## config.mk

```make
export PLATFORM = sky130hd
export DESIGN_NAME = wide_string_to_unsigned
export DESIGN_NICKNAME = d
export VERILOG_FILES = /design/src/rtl/core/wsu_pkg.sv /design/src/rtl/core/wsu_front.sv /design/src/rtl/core/wsu_queue.sv /design/src/rtl/core/wsu_back.sv /design/src/rtl/core/wide_string_to_unsigned.sv
export SDC_FILE = /design/constraint.sdc
export NUM_CORES = 1
export LEC_CHECK = 0
export BUFFER_PORTS_ARGS = -buffer_cell sky130_fd_sc_hd__buf_2
export CORE_UTILIZATION = 35
export DETAILED_ROUTE_END_ITERATION = 6
export MAX_ROUTING_LAYER = met4
export PLACE_DENSITY_LB_ADDON = 0.15
export SKIP_LAST_GASP = 1
export SLEW_MARGIN = 40
export SYNTH_ARGS = -nofsm -noshare
export SYNTH_HDL_FRONTEND = slang
export SYNTH_SLANG_ARGS = --single-unit
```

## constraint.sdc

```tcl
create_clock -name clk -period 16.34 [get_ports clk]
set_input_delay 3.268 -clock clk [delete_from_list [all_inputs] [get_ports clk]]
set_output_delay 3.268 -clock clk [all_outputs]
set_load 0.01 [all_outputs]
```

## src/rtl/core/wsu_pkg.sv

```systemverilog
// shared types, constants and the character classifier for the string-to-unsigned converter
package wsu_pkg;

    localparam int CHAR_W  = 21;
    localparam int RADIX_W = 6;
    localparam int DIG_W   = 6;
    localparam int END_W   = 12;

    localparam logic [END_W-1:0]   END_MAX     = 12'd4095;
    localparam logic [RADIX_W-1:0] RADIX_RESET = 6'd10;
    localparam logic [RADIX_W-1:0] RADIX_MIN   = 6'd2;
    localparam logic [RADIX_W-1:0] RADIX_MAX   = 6'd36;
    localparam logic [RADIX_W-1:0] BASE_AUTO   = 6'd0;
    localparam logic [RADIX_W-1:0] BASE_OCT    = 6'd8;
    localparam logic [RADIX_W-1:0] BASE_DEC    = 6'd10;
    localparam logic [RADIX_W-1:0] BASE_HEX    = 6'd16;

    // digit codes
    localparam logic [DIG_W-1:0] DIG_NONE  = 6'd63;
    localparam logic [DIG_W-1:0] DIG_ZERO  = 6'd0;
    localparam logic [DIG_W-1:0] DIG_X     = 6'd33;
    localparam logic [DIG_W-1:0] DIG_ALPHA = 6'd10;

    // character codes
    localparam logic [CHAR_W-1:0] CH_SPACE = 21'h20;
    localparam logic [CHAR_W-1:0] CH_TAB   = 21'h09;
    localparam logic [CHAR_W-1:0] CH_CR    = 21'h0D;
    localparam logic [CHAR_W-1:0] CH_PLUS  = 21'h2B;
    localparam logic [CHAR_W-1:0] CH_MINUS = 21'h2D;
    localparam logic [CHAR_W-1:0] CH_0     = 21'h30;
    localparam logic [CHAR_W-1:0] CH_9     = 21'h39;
    localparam logic [CHAR_W-1:0] CH_UA    = 21'h41;
    localparam logic [CHAR_W-1:0] CH_UZ    = 21'h5A;
    localparam logic [CHAR_W-1:0] CH_LA    = 21'h61;
    localparam logic [CHAR_W-1:0] CH_LZ    = 21'h7A;

    // queue between front and back
    localparam int QUEUE_DEPTH = 4;
    localparam int QPTR_W      = 2;
    localparam int QCNT_W      = 3;

    // one classified character item
    typedef struct packed {
        logic             start;
        logic [DIG_W-1:0] dig;
        logic             space;
        logic             minus;
        logic             plus;
    } char_class_t;

    // digit value of a character, DIG_NONE when it is no digit in any base
    function automatic logic [DIG_W-1:0] digit_of(input logic [CHAR_W-1:0] c);
        logic [DIG_W-1:0] d;
        d = DIG_NONE;
        if (c >= CH_0 && c <= CH_9)
        begin
            d = DIG_W'(c - CH_0);
        end
        else if (c >= CH_LA && c <= CH_LZ)
        begin
            d = DIG_W'(c - CH_LA) + DIG_ALPHA;
        end
        else if (c >= CH_UA && c <= CH_UZ)
        begin
            d = DIG_W'(c - CH_UA) + DIG_ALPHA;
        end
        return d;
    endfunction

endpackage

```

## src/rtl/core/wsu_front.sv

```systemverilog
// front stage: accepts characters, classifies them and registers the class item
module wsu_front
    import wsu_pkg::*;
(
    input  logic              clk,
    input  logic              rst_n,
    input  logic              in_valid,
    output logic              in_ready,
    input  logic [CHAR_W-1:0] char_code,
    input  logic              start_of_string,
    output logic              cls_valid,
    input  logic              cls_ready,
    output char_class_t       cls_item
);

    logic        valid_reg;
    logic        valid_next;
    char_class_t item_reg;
    char_class_t item_next;
    logic        accept;

    // stage is free when empty or when its item moves on
    assign in_ready = !valid_reg || cls_ready;
    assign accept   = in_valid && in_ready;

    // classification of the incoming character
    always_comb
    begin
        item_next.start = start_of_string;
        item_next.dig   = digit_of(char_code);
        item_next.space = (char_code == CH_SPACE) || (char_code >= CH_TAB && char_code <= CH_CR);
        item_next.minus = (char_code == CH_MINUS);
        item_next.plus  = (char_code == CH_PLUS);
    end

    always_comb
    begin
        if (accept)
        begin
            valid_next = 1'b1;
        end
        else if (cls_ready)
        begin
            valid_next = 1'b0;
        end
        else
        begin
            valid_next = valid_reg;
        end
    end

    // valid flag under reset
    always_ff @(posedge clk or negedge rst_n)
    begin
        if (!rst_n)
        begin
            valid_reg <= 1'b0;
        end
        else
        begin
            valid_reg <= valid_next;
        end
    end

    // payload register
    always_ff @(posedge clk)
    begin
        if (accept)
        begin
            item_reg <= item_next;
        end
    end

    assign cls_valid = valid_reg;
    assign cls_item  = item_reg;

endmodule

```

## src/rtl/core/wsu_queue.sv

```systemverilog
// short queue of classified items between front and back
module wsu_queue
    import wsu_pkg::*;
(
    input  logic        clk,
    input  logic        rst_n,
    input  logic        push_valid,
    output logic        push_ready,
    input  char_class_t push_item,
    output logic        pop_valid,
    input  logic        pop_ready,
    output char_class_t pop_item
);

    char_class_t       slots [QUEUE_DEPTH];
    logic [QPTR_W-1:0] wr_ptr_reg;
    logic [QPTR_W-1:0] wr_ptr_next;
    logic [QPTR_W-1:0] rd_ptr_reg;
    logic [QPTR_W-1:0] rd_ptr_next;
    logic [QCNT_W-1:0] count_reg;
    logic [QCNT_W-1:0] count_next;
    logic              push;
    logic              pop;

    assign push_ready = (count_reg != QCNT_W'(QUEUE_DEPTH));
    assign pop_valid  = (count_reg != '0);
    assign pop_item   = slots[rd_ptr_reg];
    assign push       = push_valid && push_ready;
    assign pop        = pop_valid && pop_ready;

    // pointer and fill count update
    always_comb
    begin
        wr_ptr_next = push ? wr_ptr_reg + 1'b1 : wr_ptr_reg;
        rd_ptr_next = pop ? rd_ptr_reg + 1'b1 : rd_ptr_reg;
        count_next  = count_reg;
        if (push && !pop)
        begin
            count_next = count_reg + 1'b1;
        end
        else if (pop && !push)
        begin
            count_next = count_reg - 1'b1;
        end
    end

    always_ff @(posedge clk or negedge rst_n)
    begin
        if (!rst_n)
        begin
            wr_ptr_reg <= '0;
            rd_ptr_reg <= '0;
            count_reg  <= '0;
        end
        else
        begin
            wr_ptr_reg <= wr_ptr_next;
            rd_ptr_reg <= rd_ptr_next;
            count_reg  <= count_next;
        end
    end

    // storage slots
    always_ff @(posedge clk)
    begin
        if (push)
        begin
            slots[wr_ptr_reg] <= push_item;
        end
    end

endmodule

```

## src/rtl/core/wsu_back.sv

```systemverilog
// back stage: parse state machine, digit accumulator and result register
module wsu_back
    import wsu_pkg::*;
#(
    parameter int VALUE_BITS = 64,
    parameter int MAX_LEN    = 4095
)
(
    input  logic                  clk,
    input  logic                  rst_n,
    input  logic [RADIX_W-1:0]    radix,
    input  logic                  cls_valid,
    output logic                  cls_ready,
    input  char_class_t           cls_item,
    output logic                  out_valid,
    input  logic                  out_ready,
    output logic [VALUE_BITS-1:0] value,
    output logic                  overflow,
    output logic                  bad_radix,
    output logic                  digits_found,
    output logic [END_W-1:0]      end_offset
);

    localparam int POS_W = $clog2(MAX_LEN + 1);
    localparam int MAC_W = VALUE_BITS + RADIX_W + 1;

    typedef enum logic [2:0] {
        PH_IDLE,
        PH_SPACE,
        PH_SIGNED,
        PH_ZERO,
        PH_DIGITS,
        PH_DONE
    } phase_t;

    phase_t                phase_reg;
    phase_t                phase_next;
    phase_t                phase_cur;
    logic [VALUE_BITS-1:0] acc_reg;
    logic [VALUE_BITS-1:0] acc_next;
    logic [RADIX_W-1:0]    base_reg;
    logic [RADIX_W-1:0]    base_next;
    logic                  minus_reg;
    logic                  minus_next;
    logic                  dseen_reg;
    logic                  dseen_next;
    logic                  ovf_reg;
    logic                  ovf_next;
    logic [POS_W-1:0]      pos_reg;
    logic [POS_W-1:0]      pos_next;

    logic                  out_valid_reg;
    logic                  out_valid_next;
    logic [VALUE_BITS-1:0] value_reg;
    logic                  overflow_reg;
    logic                  bad_radix_reg;
    logic                  digits_found_reg;
    logic [END_W-1:0]      end_offset_reg;

    logic                  pop;
    logic                  radix_bad;
    logic                  active;
    logic                  first;
    logic                  take;
    logic                  emit;
    logic                  emit_bad;
    logic [MAC_W-1:0]      mac;
    logic [VALUE_BITS-1:0] res_value;
    logic [END_W-1:0]      res_end;

    // an item is taken whenever the result register can take a result
    assign pop       = cls_valid && (!out_valid_reg || out_ready);
    assign cls_ready = !out_valid_reg || out_ready;
    assign radix_bad = (radix != BASE_AUTO) && (radix < RADIX_MIN || radix > RADIX_MAX);

    // parse step for one character
    always_comb
    begin
        active     = 1'b0;
        first      = 1'b0;
        take       = 1'b0;
        emit       = 1'b0;
        emit_bad   = 1'b0;
        mac        = '0;
        phase_cur  = phase_reg;
        phase_next = phase_reg;
        acc_next   = acc_reg;
        base_next  = base_reg;
        minus_next = minus_reg;
        dseen_next = dseen_reg;
        ovf_next   = ovf_reg;
        pos_next   = pos_reg;

        // start of a conversion or position advance
        if (pop)
        begin
            if (cls_item.start)
            begin
                acc_next   = '0;
                base_next  = radix;
                minus_next = 1'b0;
                dseen_next = 1'b0;
                ovf_next   = 1'b0;
                pos_next   = '0;
                if (radix_bad)
                begin
                    emit_bad   = 1'b1;
                    phase_next = PH_DONE;
                end
                else
                begin
                    active     = 1'b1;
                    phase_cur  = PH_SPACE;
                    phase_next = PH_SPACE;
                end
            end
            else if (phase_reg != PH_IDLE && phase_reg != PH_DONE)
            begin
                active = 1'b1;
                if (pos_reg < POS_W'(MAX_LEN))
                begin
                    pos_next = pos_reg + 1'b1;
                end
            end
        end

        // phase dispatch
        if (active)
        begin
            case (phase_cur)
                PH_SPACE:
                begin
                    if (cls_item.space)
                    begin
                        phase_next = PH_SPACE;
                    end
                    else if (cls_item.minus)
                    begin
                        minus_next = 1'b1;
                        phase_next = PH_SIGNED;
                    end
                    else if (cls_item.plus)
                    begin
                        phase_next = PH_SIGNED;
                    end
                    else
                    begin
                        first = 1'b1;
                    end
                end
                PH_SIGNED:
                begin
                    first = 1'b1;
                end
                PH_ZERO:
                begin
                    if (cls_item.dig == DIG_X)
                    begin
                        base_next  = BASE_HEX;
                        phase_next = PH_DIGITS;
                    end
                    else
                    begin
                        if (base_next == BASE_AUTO)
                        begin
                            base_next = BASE_OCT;
                        end
                        acc_next   = '0;
                        dseen_next = 1'b1;
                        phase_next = PH_DIGITS;
                        take       = 1'b1;
                    end
                end
                PH_DIGITS:
                begin
                    take = 1'b1;
                end
                default:
                begin
                    phase_next = PH_IDLE;
                end
            endcase
        end

        // first character after whitespace and sign
        if (first)
        begin
            if ((base_next == BASE_AUTO || base_next == BASE_HEX) && cls_item.dig == DIG_ZERO)
            begin
                phase_next = PH_ZERO;
            end
            else
            begin
                if (base_next == BASE_AUTO)
                begin
                    base_next = BASE_DEC;
                end
                phase_next = PH_DIGITS;
                take       = 1'b1;
            end
        end

        // digit accumulate with saturation, or end of number
        if (take)
        begin
            mac = MAC_W'(acc_next) * MAC_W'(base_next) + MAC_W'(cls_item.dig);
            if (cls_item.dig >= base_next)
            begin
                emit       = 1'b1;
                phase_next = PH_DONE;
            end
            else if (!ovf_next)
            begin
                if (mac[MAC_W-1:VALUE_BITS] != '0)
                begin
                    ovf_next = 1'b1;
                    acc_next = '1;
                end
                else
                begin
                    acc_next = mac[VALUE_BITS-1:0];
                end
                dseen_next = 1'b1;
            end
        end
    end

    // result fields
    always_comb
    begin
        if (ovf_next)
        begin
            res_value = '1;
        end
        else if (minus_next && dseen_next)
        begin
            res_value = -acc_next;
        end
        else
        begin
            res_value = acc_next;
        end
        if (!dseen_next)
        begin
            res_end = '0;
        end
        else if (32'(pos_next) > 32'(END_MAX))
        begin
            res_end = END_MAX;
        end
        else
        begin
            res_end = END_W'(pos_next);
        end
    end

    always_comb
    begin
        if (emit || emit_bad)
        begin
            out_valid_next = 1'b1;
        end
        else if (out_ready)
        begin
            out_valid_next = 1'b0;
        end
        else
        begin
            out_valid_next = out_valid_reg;
        end
    end

    // parse state and result register
    always_ff @(posedge clk or negedge rst_n)
    begin
        if (!rst_n)
        begin
            phase_reg        <= PH_IDLE;
            acc_reg          <= '0;
            base_reg         <= '0;
            minus_reg        <= 1'b0;
            dseen_reg        <= 1'b0;
            ovf_reg          <= 1'b0;
            pos_reg          <= '0;
            out_valid_reg    <= 1'b0;
            value_reg        <= '0;
            overflow_reg     <= 1'b0;
            bad_radix_reg    <= 1'b0;
            digits_found_reg <= 1'b0;
            end_offset_reg   <= '0;
        end
        else
        begin
            phase_reg     <= phase_next;
            acc_reg       <= acc_next;
            base_reg      <= base_next;
            minus_reg     <= minus_next;
            dseen_reg     <= dseen_next;
            ovf_reg       <= ovf_next;
            pos_reg       <= pos_next;
            out_valid_reg <= out_valid_next;
            if (emit_bad)
            begin
                value_reg        <= '0;
                overflow_reg     <= 1'b0;
                bad_radix_reg    <= 1'b1;
                digits_found_reg <= 1'b0;
                end_offset_reg   <= '0;
            end
            else if (emit)
            begin
                value_reg        <= res_value;
                overflow_reg     <= ovf_next;
                bad_radix_reg    <= 1'b0;
                digits_found_reg <= dseen_next;
                end_offset_reg   <= res_end;
            end
        end
    end

    assign out_valid    = out_valid_reg;
    assign value        = value_reg;
    assign overflow     = overflow_reg;
    assign bad_radix    = bad_radix_reg;
    assign digits_found = digits_found_reg;
    assign end_offset   = end_offset_reg;

endmodule

```

## src/rtl/core/wide_string_to_unsigned.sv

```systemverilog
// top level of the wide-character string to unsigned integer converter
//
// Input channel (in_valid/in_ready) takes one character per item: char_code
// and start_of_string, which opens a new conversion. Each conversion gives one
// item on the output channel (out_valid/out_ready) when the first character
// that ends the number arrives; characters after that are dropped until the
// next start. The config channel (cfg_valid/cfg_ready) writes the radix
// register (2..36, or 0 for automatic base); it is always ready and is sampled
// when a conversion starts. The user must write it only while the converter is
// idle; the block does not enforce this. Throughput is one character per cycle
// while the receiver does not stall: the digit step is one multiply by the
// base and one add per cycle in the back stage. The result item passes through
// the front register, the queue and the result register. When the receiver
// stalls, the result register holds and the four-entry queue keeps taking
// characters until it fills; then in_ready drops. Reset empties both stages
// and the queue, returns the parser to idle and sets the radix to 10.
module wide_string_to_unsigned
    import wsu_pkg::*;
#(
    parameter int VALUE_BITS = 64,
    parameter int MAX_LEN    = 4095
)
(
    input  logic                  clk,
    input  logic                  rst_n,
    input  logic                  cfg_valid,
    output logic                  cfg_ready,
    input  logic [RADIX_W-1:0]    radix,
    input  logic                  in_valid,
    output logic                  in_ready,
    input  logic [CHAR_W-1:0]     char_code,
    input  logic                  start_of_string,
    output logic                  out_valid,
    input  logic                  out_ready,
    output logic [VALUE_BITS-1:0] value,
    output logic                  overflow,
    output logic                  bad_radix,
    output logic                  digits_found,
    output logic [END_W-1:0]      end_offset
);

    logic [RADIX_W-1:0] radix_reg;
    logic               f_valid;
    logic               f_ready;
    char_class_t        f_item;
    logic               q_valid;
    logic               q_ready;
    char_class_t        q_item;

    // radix register
    assign cfg_ready = 1'b1;

    always_ff @(posedge clk or negedge rst_n)
    begin
        if (!rst_n)
        begin
            radix_reg <= RADIX_RESET;
        end
        else if (cfg_valid && cfg_ready)
        begin
            radix_reg <= radix;
        end
    end

    wsu_front u_front (
        .clk             (clk),
        .rst_n           (rst_n),
        .in_valid        (in_valid),
        .in_ready        (in_ready),
        .char_code       (char_code),
        .start_of_string (start_of_string),
        .cls_valid       (f_valid),
        .cls_ready       (f_ready),
        .cls_item        (f_item)
    );

    wsu_queue u_queue (
        .clk        (clk),
        .rst_n      (rst_n),
        .push_valid (f_valid),
        .push_ready (f_ready),
        .push_item  (f_item),
        .pop_valid  (q_valid),
        .pop_ready  (q_ready),
        .pop_item   (q_item)
    );

    wsu_back #(
        .VALUE_BITS (VALUE_BITS),
        .MAX_LEN    (MAX_LEN)
    ) u_back (
        .clk          (clk),
        .rst_n        (rst_n),
        .radix        (radix_reg),
        .cls_valid    (q_valid),
        .cls_ready    (q_ready),
        .cls_item     (q_item),
        .out_valid    (out_valid),
        .out_ready    (out_ready),
        .value        (value),
        .overflow     (overflow),
        .bad_radix    (bad_radix),
        .digits_found (digits_found),
        .end_offset   (end_offset)
    );

endmodule

```

; ---- After elaboration in Yosys (flattened, before gate mapping)
; Memories as Yosys holds them, arrays and structs flattened.
; Index checks and enable logic that the tools add are counted.
[word_totals]
latch_bits = 0
word_cells = 195
output_inout_bits = 82
mem_bits_rw = 40
inputBits = 33
regBits = 192
mem_bits_ro = 0
mem_count = 1
[mem_list]
columns = memory, depth, word_bits, read_ports, rd_clocked_by_memory_dff, write_ports, line_no
row1 = u_queue.slots, 4, 10, 1, 0, 1, wsu_queue.sv:15  ; char_class_t slots [QUEUE_DEPTH];
[op_classes]
n_div = 0
n_mul = 1
magnitude_cmp = 12
n_mux = 100
eq_ne = 11
n_addsub = 12
n_bitwise = 0
n_reduce_logical = 35
shifts = 0
[op_table]
columns = operator, count
row1 = two-way mux 64 bit, 13
row2 = two-way mux 12 bit, 7
row3 = two-way mux 6 bit, 12
row4 = adder 70 x 6 -> 71 bit, 1
row5 = multiplier 64 x 6 -> 70 bit, 1
row6 = negation 64 bit, 1
row7 = "equality test 21 x 6 -> 1 bit, second input constant", 3
row8 = two-way mux 1 bit, 49
row9 = two-way mux 3 bit, 16
row10 = "greater-or-equal comparator 21 x 7 -> 1 bit, second input constant", 2
row11 = "<= comparator 21 x 7 -> 1 bit, second input constant", 2
row12 = "greater-or-equal comparator 21 x 4 -> 1 bit, second input constant", 1
row13 = "greater-or-equal comparator 21 x 6 -> 1 bit, second input constant", 1
row14 = "<= comparator 21 x 4 -> 1 bit, second input constant", 1
row15 = "<= comparator 21 x 6 -> 1 bit, second input constant", 1
row16 = zero test 6 bit, 3
row17 = logical AND 1 bit, 13
row18 = "adder 12 x 1 -> 12 bit, second input constant", 1
row19 = "adder 6 x 4 -> 6 bit, second input constant", 2
row20 = "< comparator 12 bit, second input constant", 1
row21 = "subtractor 6 bit, second input constant", 2
row22 = case mux 3 bit (3 select lines), 1
row23 = nonzero test 2 bit, 4
row24 = nonzero test 7 bit, 1
row25 = other kinds (19), 32

; ---- Depth between registers and ports, before layout
; Gate-level depths: netlist of the first run.
[depth]
ltp_word = 26
mapped_depth = 47
ltp_nobuf = 38

; ---- Hierarchy
; A second synthesis of the first run with hierarchy kept.
[hier_totals]
cells_unflattened = 2973
area_unflattened_um2 = 26008.7
[by_module_without_submodules]
columns = module, instances, seq_area_each_um2, area_per_inst_um2, cells_per_inst
row1 = wsu_back, 1, 4204.0, 22973.3, 2782
row2 = wsu_queue, 1, 1376.3, 1853.0, 86
row3 = wsu_front, 1, 325.3, 917.1, 90
row4 = wide_string_to_unsigned, 1, 152.6, 265.3, 15

; ---- Least setup slack after synthesis of the first run
; OpenSTA, ideal clock, no wires.
[synth_path]
path_type = input-to-reg
startpoint = input out_ready
endpoint = register u_back.value_reg[62], in the netlist u_back.value[62]
arrival_time_ns = 14.187
path_buffers = 12
t_required_ns = 16.210
setup_slack_ns = 2.024
setup_time_ns = 0.130
path_stages = 44
path_cell_list = nand2b_1 > and2_1 > clkbuf_1 > inv_1 > clkbuf_1 > or3_1 > nor2_1 > nor2_1 > clkbuf_1 > buf_1 > clkbuf_1 > clkbuf_1 > clkbuf_1 > buf_1 > nand3_1 > fa_1 > fa_1 > inv_1 > [8 not listed] > nor2_1 > a211oi_1 > nor4_1 > buf_2 > buf_2 > nand3_1 > o21ai_0 > ha_1 > inv_1 > o41a_1 > or4_1 > clkbuf_1 > nor4_2 > nand3_2 > buf_2 > nor4_2 > mux2i_1 > o21ai_1
[synth_via]
elab_chain_cells = 25
word_cells_on_any_way = 66
classes_between = 2 x add/sub / 1 x mul / 1 x order compare / 5 x eq/ne / 48 x mux / 9 x reduce/logical
[synth_rtl]
columns = element, line_no
row1 = "start, declared", wide_string_to_unsigned.sv:34  ; input logic out_ready,
row2 = logical OR 1 bit *, wsu_back.sv:72  ; assign pop = cls_valid && (!out_valid_reg || out_ready);
row3 = logical AND 1 bit *, wsu_back.sv:72
row4 = two-way mux 6 bit, wsu_back.sv:95  ; if (pop)
row5 = zero test 6 bit, wsu_back.sv:164  ; if (base_next == BASE_AUTO)
row6 = two-way mux 6 bit, wsu_back.sv:164
row7 = two-way mux 6 bit, wsu_back.sv:157  ; if (cls_item.dig == DIG_X)
row8 = two-way mux 6 bit, wsu_back.sv:130  ; case (phase_cur)
row9 = two-way mux 6 bit, wsu_back.sv:128  ; if (active)
row10 = [9 not listed], -
row11 = two-way mux 64 bit, wsu_back.sv:212  ; else if (!ovf_next)
row12 = two-way mux 64 bit, wsu_back.sv:207  ; if (cls_item.dig >= base_next)
row13 = two-way mux 64 bit, wsu_back.sv:204  ; if (take)
row14 = negation 64 bit, wsu_back.sv:237  ; res_value = -acc_next;
row15 = two-way mux 64 bit, wsu_back.sv:235  ; else if (minus_next && dseen_next)
row16 = two-way mux 64 bit, wsu_back.sv:231  ; if (ovf_next)
row17 = two-way mux 64 bit, wsu_back.sv:310  ; else if (emit)
row18 = two-way mux 64 bit, wsu_back.sv:302  ; if (emit_bad)
row19 = "end signal, assigned", wsu_back.sv:312  ; value_reg <= res_value;
row20 = "end, declared", wsu_back.sv:54  ; logic [VALUE_BITS-1:0] value_reg;
; Mark *: on every way between the ends. The rest lies on a longest branch, timed or not. The select of a mux whose other input is x is not followed.
; A chain may end at the register's enable or synchronous reset.

; ---- Worst setup path in the final report of the first run
[layout_path]
startpoint = input out_ready
endpoint = register u_back.value_reg[60], in the netlist u_back.value[60]
; Same word-level chain as after synthesis.

==> metrics.md, run 1 <==
| Metric | Value |
|---|---|
| Depth of the worst register-to-register path | `31` |
| R2R Setup Slk | `2.72 ns` |
| Sum of net half-perimeters after detailed placement | `73400 µm` |
| Tightest Hold Check Type | `reg2reg` |
| Final Slew Violations | `0` |
| Part of the Yosys area used for sequential elements | `24.0%` |
| Synthesized netlist cell count | `2854` |
| Die Wd | `270 µm` |
| Cell Area, Synth | `25200 µm²` |
| Hold-critical path endpoint | `u_back.value[3]$_DFFE_PN0P_` |
| Number of synthesized flops with an enable pin | `50` |
| Post-DR wirelength/cell | `24.3 µm` |
| Count of yosys warnings during synthesis | `0` |
| Residual antenna-violating net count after detailed routing | `0` |
| Setup violation total in the final timing report | `0` |
| Final hold violation count | `0` |
| Worst path buffer plus inverter count | `4` |
| Area added between synthesis and finish | `9.56%` |
| Largest net degree at the start of global routing | `122` |
| Post-layout worst setup margin | `0.602 ns` |
| Residual DRC count | `0` |
| Post-cts gate resize count | `0` |
| Vias in the first global route | `22800` |
| CTS buffer count | `25` |
| Capture point of the worst reg-to-reg path | `u_back.value[60]$_DFFE_PN0P_` |
| Area of the core region | `71400 µm²` |
| Required time of the worst setup path | `16.73 ns` |
| Final weighted congestion in routability-driven placement | `0.956` |
| Worst rel slew slack | `41.8%` |
| Endpoint kind of the worst setup timing path | `register` |
| Beginning of the worst hold path | `u_back.value[3]$_DFFE_PN0P_` |
| Effective utilization at floorplan | `35.3%` |
| Cell with the largest stage delay on the worst path | `sky130_fd_sc_hd__nor4_1` |
| Detailed-routing iteration count for the pre-antenna-repair pass | `5` |
| Largest cells by area after synthesis | `sky130_fd_sc_hd__fa_1 20%, sky130_fd_sc_hd__dfrtp_1 18%, sky130_fd_sc_hd__ha_1 8.5%` |
| Cell accounting for the most synthesized area | `sky130_fd_sc_hd__fa_1` |
| Area share of the largest cell type after synthesis | `20.1%` |
| Total die area | `73100 µm²` |
| CP top delay family | `simple AND/OR/NAND/NOR gates` |
| Worst Tran Pin Value | `0.865 ns` |
| Most instantiated flip-flop cell in the synthesis netlist | `sky130_fd_sc_hd__dfrtp_1` |
| Sequential cell area | `6060 µm²` |
| Crit share post-route | `96.3%` |
| Total nets after synthesis | `3311` |
| Unrepaired setup endpoints after global routing | `false` |
| Accumulated negative setup slack | `0 ns` |
| Iteration-0 DRC count of the detailed router | `1919` |
| Async set or reset register ratio after synthesis | `78.4%` |
| Count of boundary I/O pins | `115` |
| Number of cells on the worst hold path | `2` |
| Clock latency of the later-clocked register in the worst-skew pair | `0.55 ns` |
| Outcome | `finished, final reports clean` |
| Number of nets at the end of the flow | `3337` |
| Clock edge transition at the registers on the reported setup and hold paths | `0.07 ns` |
| Worst Setup Path Type | `in2reg` |
| Library cells used by synthesis | `97` |
| Largest fanout on the critical path | `33` |
| Number of antenna violations at the first check in global routing | `2` |
| Ratio of cells with drive above 1 in the final layout | `9.70%` |
| Post-Place Setup Slack | `0.289 ns` |
| Leading cell type by number of instances after synthesis | `sky130_fd_sc_hd__nor2_1` |
| Y dimension of the die | `270 µm` |
| Quantity of hold-fixing buffers added after cts | `0` |
| Final wirelength | `93400 µm` |
| Sort of element at the start of the critical path | `input port` |
| Register bit count reported by yosys | `232` |
| Max frequency | `0.0635 GHz` |
| Routed via count | `22400` |
| Number of buffers added on ports | `113` |
| Origin of the critical flop-to-flop path | `u_queue.rd_ptr_reg[0]$_DFFE_PN0N_` |
| Global-route wire length before repair | `143000 µm` |
| Vias per cell | `5.81` |
| Setup Buffers After CTS | `0` |
| Global-route congestion overflow total | `0` |
| Area occupied by multi-input gates | `18200 µm²` |
| Worst vdd rail ir drop | `0.000221 V` |
| Most common library cells after synthesis | `475 x sky130_fd_sc_hd__nor2_1, 274 x sky130_fd_sc_hd__nand2_1, 253 x sky130_fd_sc_hd__fa_1` |
| Leak Pwr | `13.1 nW` |
| TritonCTS sink count | `232` |
| Total of fill cells in the finished design | `7249` |
| Clock Skews | `0.0266 ns` |
| Pwr Density | `215 nW/µm²` |
| Avg Cell Area, Syn | `8.83 µm²` |
| Global-route usage over all layers | `26.0%` |
| Level count of the clock H-tree | `1` |
| Delay of the slowest cell on the worst path | `0.80 ns` |
| Clock buffer depth | `3` |
| Clock tree from TritonCTS | `done` |
| Placement row count | `98` |
| Tmin final | `15.74 ns` |
| Max_cap viols | `0` |
| Clk root buf | `sky130_fd_sc_hd__clkbuf_16` |
| Arrival time at the worst endpoint | `16.13 ns` |
cell usage in the layout (no fill, tap or decap), drive strengths merged, types with 11 or more instances in the layout:
master and instances:
a21o 26, a22oi 19, mux2i 14, nor3 53, a211oi 17, edfxtp 50, buf 162, fa 253
inv 96, nand2b 18, o21bai 12, a21oi 224, o21ai 149, o21a 11, o211ai 21, nand4 45
dfrtp 180, nor2 475, o31ai 15, and2 82, a41oi 11, or2 11, a22o 18, nand3 54
nand2 274, xnor2 80, xor2 49, and3 24, clkbuf 37, ha 171, nor4 33, a31oi 30
routing by layer:
metal / up-vias / global-route usage, % / wire (µm)
met5: - / - / 0
met4: 0 / 5.81 / 2210
met3: 104 / 4.03 / 6310
met2: 777 / 40.3 / 42100
met1: 11400 / 35.8 / 42800
li1: 10000 / - / -
report_power, final:
| part | switching, mW | leakage (nW) | internal [mW] |
|---|---|---|---|
| combinational | 3.13 | 9.90 | 1.37 |
| sequential | 0.146 | 2.87 | 0.753 |
| clock | 0.242 | 0.361 | 0.300 |
worst max-delay path by stage:
stage                     startpoint                      endpoint  slack, ns  cells past startpoint
after floorplan            out_ready  u_back.value[62]$_DFFE_PN0P_       2.02                     44
after global placement     out_ready  u_back.value[60]$_DFFE_PN0P_       0.58                     34
after detailed placement   out_ready  u_back.value[60]$_DFFE_PN0P_       0.29                     34
after CTS                  out_ready  u_back.value[60]$_DFFE_PN0P_       0.84                     34
after global routing       out_ready  u_back.value[60]$_DFFE_PN0P_       0.01                     34
final                      out_ready  u_back.value[60]$_DFFE_PN0P_       0.60                     34
cell type report:
cell class | count | share of cell area (%)
Multi-Input combinational cell | 2362 | 66.0
Sequential cell | 232 | 22.0
Tap cell | 950 | 4.31
Timing Repair Buffer | 163 | 3.64
Clock buffer | 36 | 2.56
Inverter | 96 | 1.31
Clock inverter | 8 | 0.181
Antenna cell | 2 | 0.0181
tightest hold or removal path, cell delays in order, from the launching register on:
cell and delay [ns]:
sky130_fd_sc_hd__dfrtp_1 0.33, sky130_fd_sc_hd__nand2_1 0.05, sky130_fd_sc_hd__nand2_1 0.05
stage by stage:
step	total power, mW	cells	instance area (µm²)	utilization, %	hold slack (ns)
final	5.94	3849	27600	38.7	0.463
after global placement	5.27	3800	26700	37.4	0.452
after floorplan	3.74	2854	25200	-	0.456
after global routing	6.37	3848	27600	38.7	0.483
after CTS	5.89	3847	27600	38.7	0.467
after detailed placement	5.31	3803	26800	37.6	0.453
cells by family after synthesis:
family,after synthesis,share of synthesized area [%]
compound gates,660,16.6
xor+xnor,129,4.48
fa+ha+maj,424,28.6
buf+inv,260,4.05
flops,232,24.0
mux,31,1.76
other cells,1,0.0149
simple gates,1117,20.5
(Power assumes the default switching activity.)
==> inputs of run 2 (changes only) <==
Settings changed: CORE_MARGIN set to 2.
==> run 2 against run 1 <==
Combinational power shrank 0.9%. Worst hold slack gained 0.0084 ns. Routed wire length is 0.63% lower. Critical path type unchanged. Maximum frequency is 1.0% higher. Via count fell by 0.12%. Global-route usage decreased by 0.43 points. Sequential share of layout area shrank 0.065 points.
==> metrics.md, run 2 (synthesis results as in run 1) <==
| Metric | Value |
|---|---|
| Number of cells in the design after placement | `3802 (-0.026%)` |
| Area added between synthesis and finish | `9.89%` |
| Delay of the slowest cell on the worst path | `0.78 ns (-0.02 ns)` |
| Count of boundary I/O pins | `115 (unchanged)` |
| Internal power | `2.46 mW (+1.5%)` |
| Leak Pwr | `13.2 nW (+0.37%)` |
| Number of antenna violations at the first check in global routing | `1 (-1)` |
| Clock buffer depth | `3 (unchanged)` |
| Combinational fraction of design power | `74.8% (-1.0 points)` |
| Net load switching power | `3.51 mW (-0.34%)` |
| Detailed-routing iteration count for the pre-antenna-repair pass | `5 (unchanged)` |
| Arrival time at the worst endpoint | `16.00 ns (-0.13 ns)` |
| Area of the core region | `71400 µm² (unchanged)` |
| Final hold violation count | `0 (unchanged)` |
| Tmin final | `15.58 ns (-0.161 ns)` |
| Crit share post-route | `95.3% (-0.99 points)` |
| Final weighted congestion in routability-driven placement | `0.939 (-1.8%)` |
| Final Slew Violations | `0 (unchanged)` |
| Residual antenna-violating net count after detailed routing | `0 (unchanged)` |
| Required time of the worst setup path | `16.76 ns (+0.03 ns)` |
| Sort of element at the start of the critical path | `input port` |
| Number of nets at the end of the flow | `3337 (unchanged)` |
| Clock Skews | `0.0128 ns (-0.0138 ns)` |
| Quantity of hold-fixing buffers added after cts | `0 (unchanged)` |
| Placement row count | `98 (unchanged)` |
| Filler-free cell count of the finished design | `3850 (+0.026%)` |
| Commonest non-fill, non-tap cells in the layout | `467 x sky130_fd_sc_hd__nor2_1, 274 x sky130_fd_sc_hd__nand2_1, 253 x sky130_fd_sc_hd__fa_1` |
| Setup violation total in the final timing report | `0 (unchanged)` |
| Total die area | `74200 µm² (+1.5%)` |
| Global-route congestion overflow total | `0 (unchanged)` |
| Ratio of cells with drive above 1 in the final layout | `9.80% (+0.097 points)` |
| Largest net degree at the start of global routing | `115 (-5.7%)` |
| Effective utilization at floorplan | `35.3% (unchanged)` |
| Iteration-0 DRC count of the detailed router | `1903 (-0.83%)` |
| Vias in the first global route | `22900 (+0.20%)` |
| Residual DRC count | `0 (unchanged)` |
| Final wirelength | `92800 µm (-0.63%)` |
| Die Wd | `272 µm (+0.74%)` |
| Total power of the final layout | `5.97 mW (+0.41%)` |
| Endpoint kind of the worst setup timing path | `register` |
| Routed via count | `22300 (-0.12%)` |
| Clock latency of the later-clocked register in the worst-skew pair | `0.56 ns (about the same)` |
| Post-Place Setup Slack | `0.422 ns (+0.133 ns)` |
| Largest fanout on the critical path | `42 (+27%)` |
| CTS buffer count | `26 (+4.0%)` |
| Worst rel slew slack | `43.8% (+2.0 points)` |
| Sum of net half-perimeters after detailed placement | `73400 µm (about the same)` |
| Global-route usage over all layers | `25.6% (-0.43 points)` |
| Number of buffers added on ports | `113 (unchanged)` |
| Unrepaired setup endpoints after global routing | `false` |
| Clock tree from TritonCTS | `done` |
| TritonCTS sink count | `232 (unchanged)` |
| Worst vdd rail ir drop | `0.000158 V (-28%)` |
| Post-DR wirelength/cell | `24.1 µm (-0.65%)` |
| Pwr Density | `216 nW/µm² (+0.11%)` |
| Total of fill cells in the finished design | `7312 (+0.87%)` |
| Hold Slack | `0.471 ns (+0.00839 ns)` |
| Clock edge transition at the registers on the reported setup and hold paths | `0.06 ns (about the same)` |
| Tightest Hold Check Type | `reg2reg` |
| Accumulated negative setup slack | `0 ns (unchanged)` |
| Outcome | `finished, final reports clean` |
| Max_cap viols | `0 (unchanged)` |
| Y dimension of the die | `272 µm (+0.74%)` |
| Clk root buf | `sky130_fd_sc_hd__clkbuf_16` |
| Sequential Power Share | `15.0% (about the same)` |
| Most common cell after layout, fill and taps aside | `sky130_fd_sc_hd__nor2_1` |
| Vias per cell | `5.80 (-0.14%)` |
| Area occupied by multi-input gates | `18200 µm² (about the same)` |
| Proportion of total power due to net switching | `58.7% (-0.44 points)` |
| Max frequency | `0.0642 GHz (+1.0%)` |
| Setup Buffers After CTS | `0 (unchanged)` |
| Sequential cell area | `6060 µm² (unchanged)` |
| Level count of the clock H-tree | `1 (unchanged)` |
| Global-route wire length before repair | `142000 µm (-0.41%)` |
| Clock power frac | `10.2% (+1.1 points)` |
| Worst Tran Pin Value | `0.834 ns (-0.0305 ns)` |
| Cell with the largest stage delay on the worst path | `sky130_fd_sc_hd__nor4_1` |
| Post-cts gate resize count | `0 (unchanged)` |
| Post-layout worst setup margin | `0.763 ns (+0.161 ns)` |
| Worst Setup Path Type | `in2reg` |
==> run 2: changes by cell type in the layout (fill, tap and decap cells not counted), sizes merged <==
cell / previous run / this run
inv: 96 / 98
diode: 2 / 1
clkbuf: 37 / 35
clkinv: 4 / 7
clkinvlp: 4 / 1
buf: 162 / 161
bufinv: 0 / 3
==> run 2: area by class of cell <==
cell class	instances	area share, %
clock buffer	34	2.57
inverter	96	1.31
clock inverter	13	0.574
sequential	232	21.9
timing repair buffer	162	3.53
multi-input combinational	2362	65.8
tap	950	4.29
antenna	1	0.00904
==> run 2: path summary, 6_finish.rpt <==
check	cells past startpoint	from	to	slack [ns]
max in group asynchronous	2	rst_n	u_back.value[50]$_DFFE_PN0P_	12.48
hold reg to reg	1	u_back.overflow$_DFFE_PN0P_	u_back.overflow$_DFFE_PN0P_	0.47
setup reg to reg	34	u_queue.rd_ptr_reg[0]$_DFFE_PN0N_	u_back.value[60]$_DFFE_PN0P_	2.84
hold / removal	1	u_back.overflow$_DFFE_PN0P_	u_back.overflow$_DFFE_PN0P_	0.47
setup / recovery	37	out_ready	u_back.value[60]$_DFFE_PN0P_	0.76
min in group asynchronous	1	rst_n	u_back.end_offset[4]$_DFFE_PN0P_	2.69
==> run 2: routing by layer <==
layer / track usage [%] / part of all wire, % / up-vias
met1: 35.3 / 45 / 11300
li1: - / - / 10000
met2: 39.6 / 45 / 820
met4: 6.12 / 2.3 / 0
met3: 3.98 / 7.1 / 134
met5: - / 0 / -
==> run 2: per-stage QoR <==
stage               utilization (%)  area [µm²]
detailed placement             37.5       26800
CTS                            38.8       27700
floorplan                         -       25200
global placement               37.5       26700
finish                         38.8       27700
global route                   38.8       27700
==> run 2: power by group through the flow <==
stage / Sequential, mW / Combinational, mW / Clock [mW]
floorplan: 0.856 / 2.88 / 0
global placement: 0.898 / 4.34 / 0
detailed placement: 0.900 / 4.37 / 0
CTS: 0.892 / 4.41 / 0.627
global route: 0.912 / 4.86 / 0.648
finish: 0.896 / 4.46 / 0.610
==> run 2: worst max-delay path: cells and delay by family <==
kind | cells | cell delay, ns
AOI/OAI and AO/OA | 6 | 1.82
xor gates and xnor gates | 1 | 0.18
adders and majority gates | 6 | 2.43
buffers and inverters | 6 | 1.28
and+or+nand+nor | 18 | 6.96
==> inputs of run 3 (changes only) <==
Settings changed: CORE_MARGIN 2 to 3, CTS_CLUSTER_DIAMETER set to 150.
==> run 3 against run 2 <==
Sequential cell count unchanged. Utilization is 0.33 points higher. Power up 0.29%. Critical path type unchanged. Clock skew rose by 0.0025 ns. Highest routed layer unchanged. First-iteration DRC count down 9.7%. Register-to-register slack gained 0.32 ns. Non-clock buffer count decreased by 2.
==> metrics.md, run 3 (synthesis results as in run 1) <==
| Metric | Value |
|---|---|
| Arrival time at the worst endpoint | `15.71 ns (-0.29 ns)` |
| Residual DRC count | `0 (unchanged)` |
| Delay of the slowest cell on the worst path | `0.72 ns (-0.06 ns)` |
| Filler-free cell count of the finished design | `3835 (-0.39%)` |
| Level count of the clock H-tree | `1 (unchanged)` |
| Worst Setup Path Type | `in2reg` |
| Most common cell after layout, fill and taps aside | `sky130_fd_sc_hd__nor2_1` |
| Clock Skews | `0.0153 ns (+0.00251 ns)` |
| Setup Buffers After CTS | `0 (unchanged)` |
| Combinational fraction of design power | `75.4% (+0.6 points)` |
| Tightest Hold Check Type | `reg2reg` |
| Post-DR wirelength/cell | `24.4 µm (+1.1%)` |
| Iteration-0 DRC count of the detailed router | `1719 (-9.7%)` |
| Final weighted congestion in routability-driven placement | `0.967 (+3.0%)` |
| Worst vdd rail ir drop | `0.000207 V (+30%)` |
| Sequential Power Share | `15.1% (about the same)` |
| Global-route usage over all layers | `25.4% (-0.21 points)` |
| Quantity of hold-fixing buffers added after cts | `0 (unchanged)` |
| Commonest non-fill, non-tap cells in the layout | `467 x sky130_fd_sc_hd__nor2_1, 274 x sky130_fd_sc_hd__nand2_1, 253 x sky130_fd_sc_hd__fa_1` |
| Clock buffer depth | `3 (unchanged)` |
| Hold Slack | `0.469 ns (-0.00196 ns)` |
| Ratio of cells with drive above 1 in the final layout | `9.74% (-0.052 points)` |
| Worst Tran Pin Value | `0.916 ns (+0.0817 ns)` |
| Worst path buffer plus inverter count | `5 (-1)` |
| Residual antenna-violating net count after detailed routing | `0 (unchanged)` |
| TritonCTS sink count | `232 (unchanged)` |
| Crit share post-route | `93.6% (-1.7 points)` |
| Required time of the worst setup path | `16.74 ns (-0.02 ns)` |
| Final hold violation count | `0 (unchanged)` |
| Net load switching power | `3.55 mW (+1.4%)` |
| Vias per cell | `5.80 (about the same)` |
| Global-route wire length before repair | `142000 µm (+0.17%)` |
| Effective utilization at floorplan | `35.7% (+0.36 points)` |
| Clock power frac | `9.6% (-0.6 points)` |
| Die Wd | `274 µm (+0.73%)` |
| Number of buffers added on ports | `113 (unchanged)` |
| CTS buffer count | `24 (-7.7%)` |
| Vias in the first global route | `22700 (-0.67%)` |
| Y dimension of the die | `274 µm (+0.73%)` |
| Sum of net half-perimeters after detailed placement | `73400 µm (about the same)` |
| Pwr Density | `217 nW/µm² (+0.47%)` |
| Endpoint kind of the worst setup timing path | `register` |
| Max_cap viols | `0 (unchanged)` |
| Tmin final | `15.30 ns (-0.276 ns)` |
| Largest net degree at the start of global routing | `114 (-0.87%)` |
| Routed via count | `22300 (-0.40%)` |
| Clock tree from TritonCTS | `done` |
| CP top delay family | `simple AND/OR/NAND/NOR gates` |
| Accumulated negative setup slack | `0 ns (unchanged)` |
| Number of antenna violations at the first check in global routing | `1 (unchanged)` |
| Cell with the largest stage delay on the worst path | `sky130_fd_sc_hd__nor2_4` |
| Number of cells in the design after placement | `3790 (-0.32%)` |
| Max frequency | `0.0654 GHz (+1.8%)` |
| Outcome | `finished, final reports clean` |
| Clock latency of the later-clocked register in the worst-skew pair | `0.55 ns (about the same)` |
| Sort of element at the start of the critical path | `input port` |
| Internal power | `2.43 mW (-1.2%)` |
| Post-cts gate resize count | `0 (unchanged)` |
| Final Slew Violations | `0 (unchanged)` |
| Unrepaired setup endpoints after global routing | `false` |
| Area of the core region | `70600 µm² (-1.0%)` |
| Number of nets at the end of the flow | `3333 (-0.12%)` |
| Detailed-routing iteration count for the pre-antenna-repair pass | `5 (unchanged)` |
| Placement row count | `97 (-1.0%)` |
| Proportion of total power due to net switching | `59.4% (+0.63 points)` |
| Count of boundary I/O pins | `115 (unchanged)` |
| Largest fanout on the critical path | `32 (-24%)` |
| Global-route congestion overflow total | `0 (unchanged)` |
| Worst rel slew slack | `38.7% (-5.1 points)` |
| Setup violation total in the final timing report | `0 (unchanged)` |
| Leak Pwr | `13.1 nW (-0.25%)` |
| Total die area | `75200 µm² (+1.5%)` |
| Area added between synthesis and finish | `9.69%` |
| Clock edge transition at the registers on the reported setup and hold paths | `0.07 ns (about the same)` |
| Clk root buf | `sky130_fd_sc_hd__clkbuf_16` |
| Final wirelength | `93500 µm (+0.67%)` |
## run 3: cell count changes in the layout (fill, tap and decap cells not counted), sizes merged
cell | previous run | this run
buf | 161 | 159
clkbuf | 35 | 31
inv | 98 | 97
bufinv | 3 | 2
clkinv | 7 | 8
clkinvlp | 1 | 3
## run 3: power groups by stage
stage	sequential (mW)	combinational [mW]	clock (mW)
finish	0.901	4.51	0.572
CTS	0.895	4.45	0.585
global route	0.916	4.91	0.608
detailed placement	0.904	4.42	0
global placement	0.903	4.39	0
floorplan	0.856	2.88	0
## run 3: routing by layer
metal	global-route usage, %	routed length (µm)	vias up	share of wire (%)
li1	-	-	10000	-
met1	34.0	41100	11200	44
met2	38.3	41300	824	44
met4	7.33	3090	0	3.3
met5	-	0	-	0
met3	6.13	7950	144	8.5
## run 3: stage by stage
step           setup slack [ns]  utilization [%]  area [µm²]  power [mW]
2_1_floorplan              2.02                -       25200        3.74
3_3_place_gp              0.662             37.8       26700        5.29
3_5_place_dp              0.598             38.0       26800        5.32
4_1_cts                    1.17             39.1       27600        5.93
5_1_grt                   0.360             39.1       27600        6.43
6_report                   1.04             39.1       27600        5.99
## run 3: cell type report
type                            instances  area, µm²
Sequential cell                       232       6060
Timing Repair Buffer                  160        998
Inverter                               96        362
Multi-Input combinational cell       2362      18200
Antenna cell                            1       2.50
Clock inverter                         14        145
Fill cell                            7215      43000
Tap cell                              940       1180
Clock buffer                           30        664
## run 3: worst register-to-register path, delay by kind of cell, from the launching register on
| family | cells | cell delay (ns) |
|---|---|---|
| and+or+nand+nor | 15 | 6.58 |
| xor gates and xnor gates | 1 | 0.19 |
| buffers and inverters | 3 | 0.67 |
| AOI/OAI and AO/OA | 6 | 1.84 |
| DFF | 1 | 0.63 |
| muxes | 1 | 0.71 |
| adders and majority gates | 6 | 2.45 |
## run 3: final timing paths
| path | startpoint | to | slack [ns] | depth (start not counted) |
|---|---|---|---|---|
| hold / removal | u_back.value[36]$_DFFE_PN0P_ | u_back.value[36]$_DFFE_PN0P_ | 0.47 | 2 |
| setup / recovery | out_ready | u_back.value[60]$_DFFE_PN0P_ | 1.04 | 35 |
| max in group asynchronous | rst_n | u_queue.rd_ptr_reg[0]$_DFFE_PN0N_ | 12.47 | 2 |
| setup reg to reg | u_queue.rd_ptr_reg[0]$_DFFE_PN0N_ | u_back.value[60]$_DFFE_PN0P_ | 3.16 | 32 |
| min in group asynchronous | rst_n | u_back.end_offset[4]$_DFFE_PN0P_ | 2.71 | 1 |
| hold reg to reg | u_back.value[36]$_DFFE_PN0P_ | u_back.value[36]$_DFFE_PN0P_ | 0.47 | 2 |
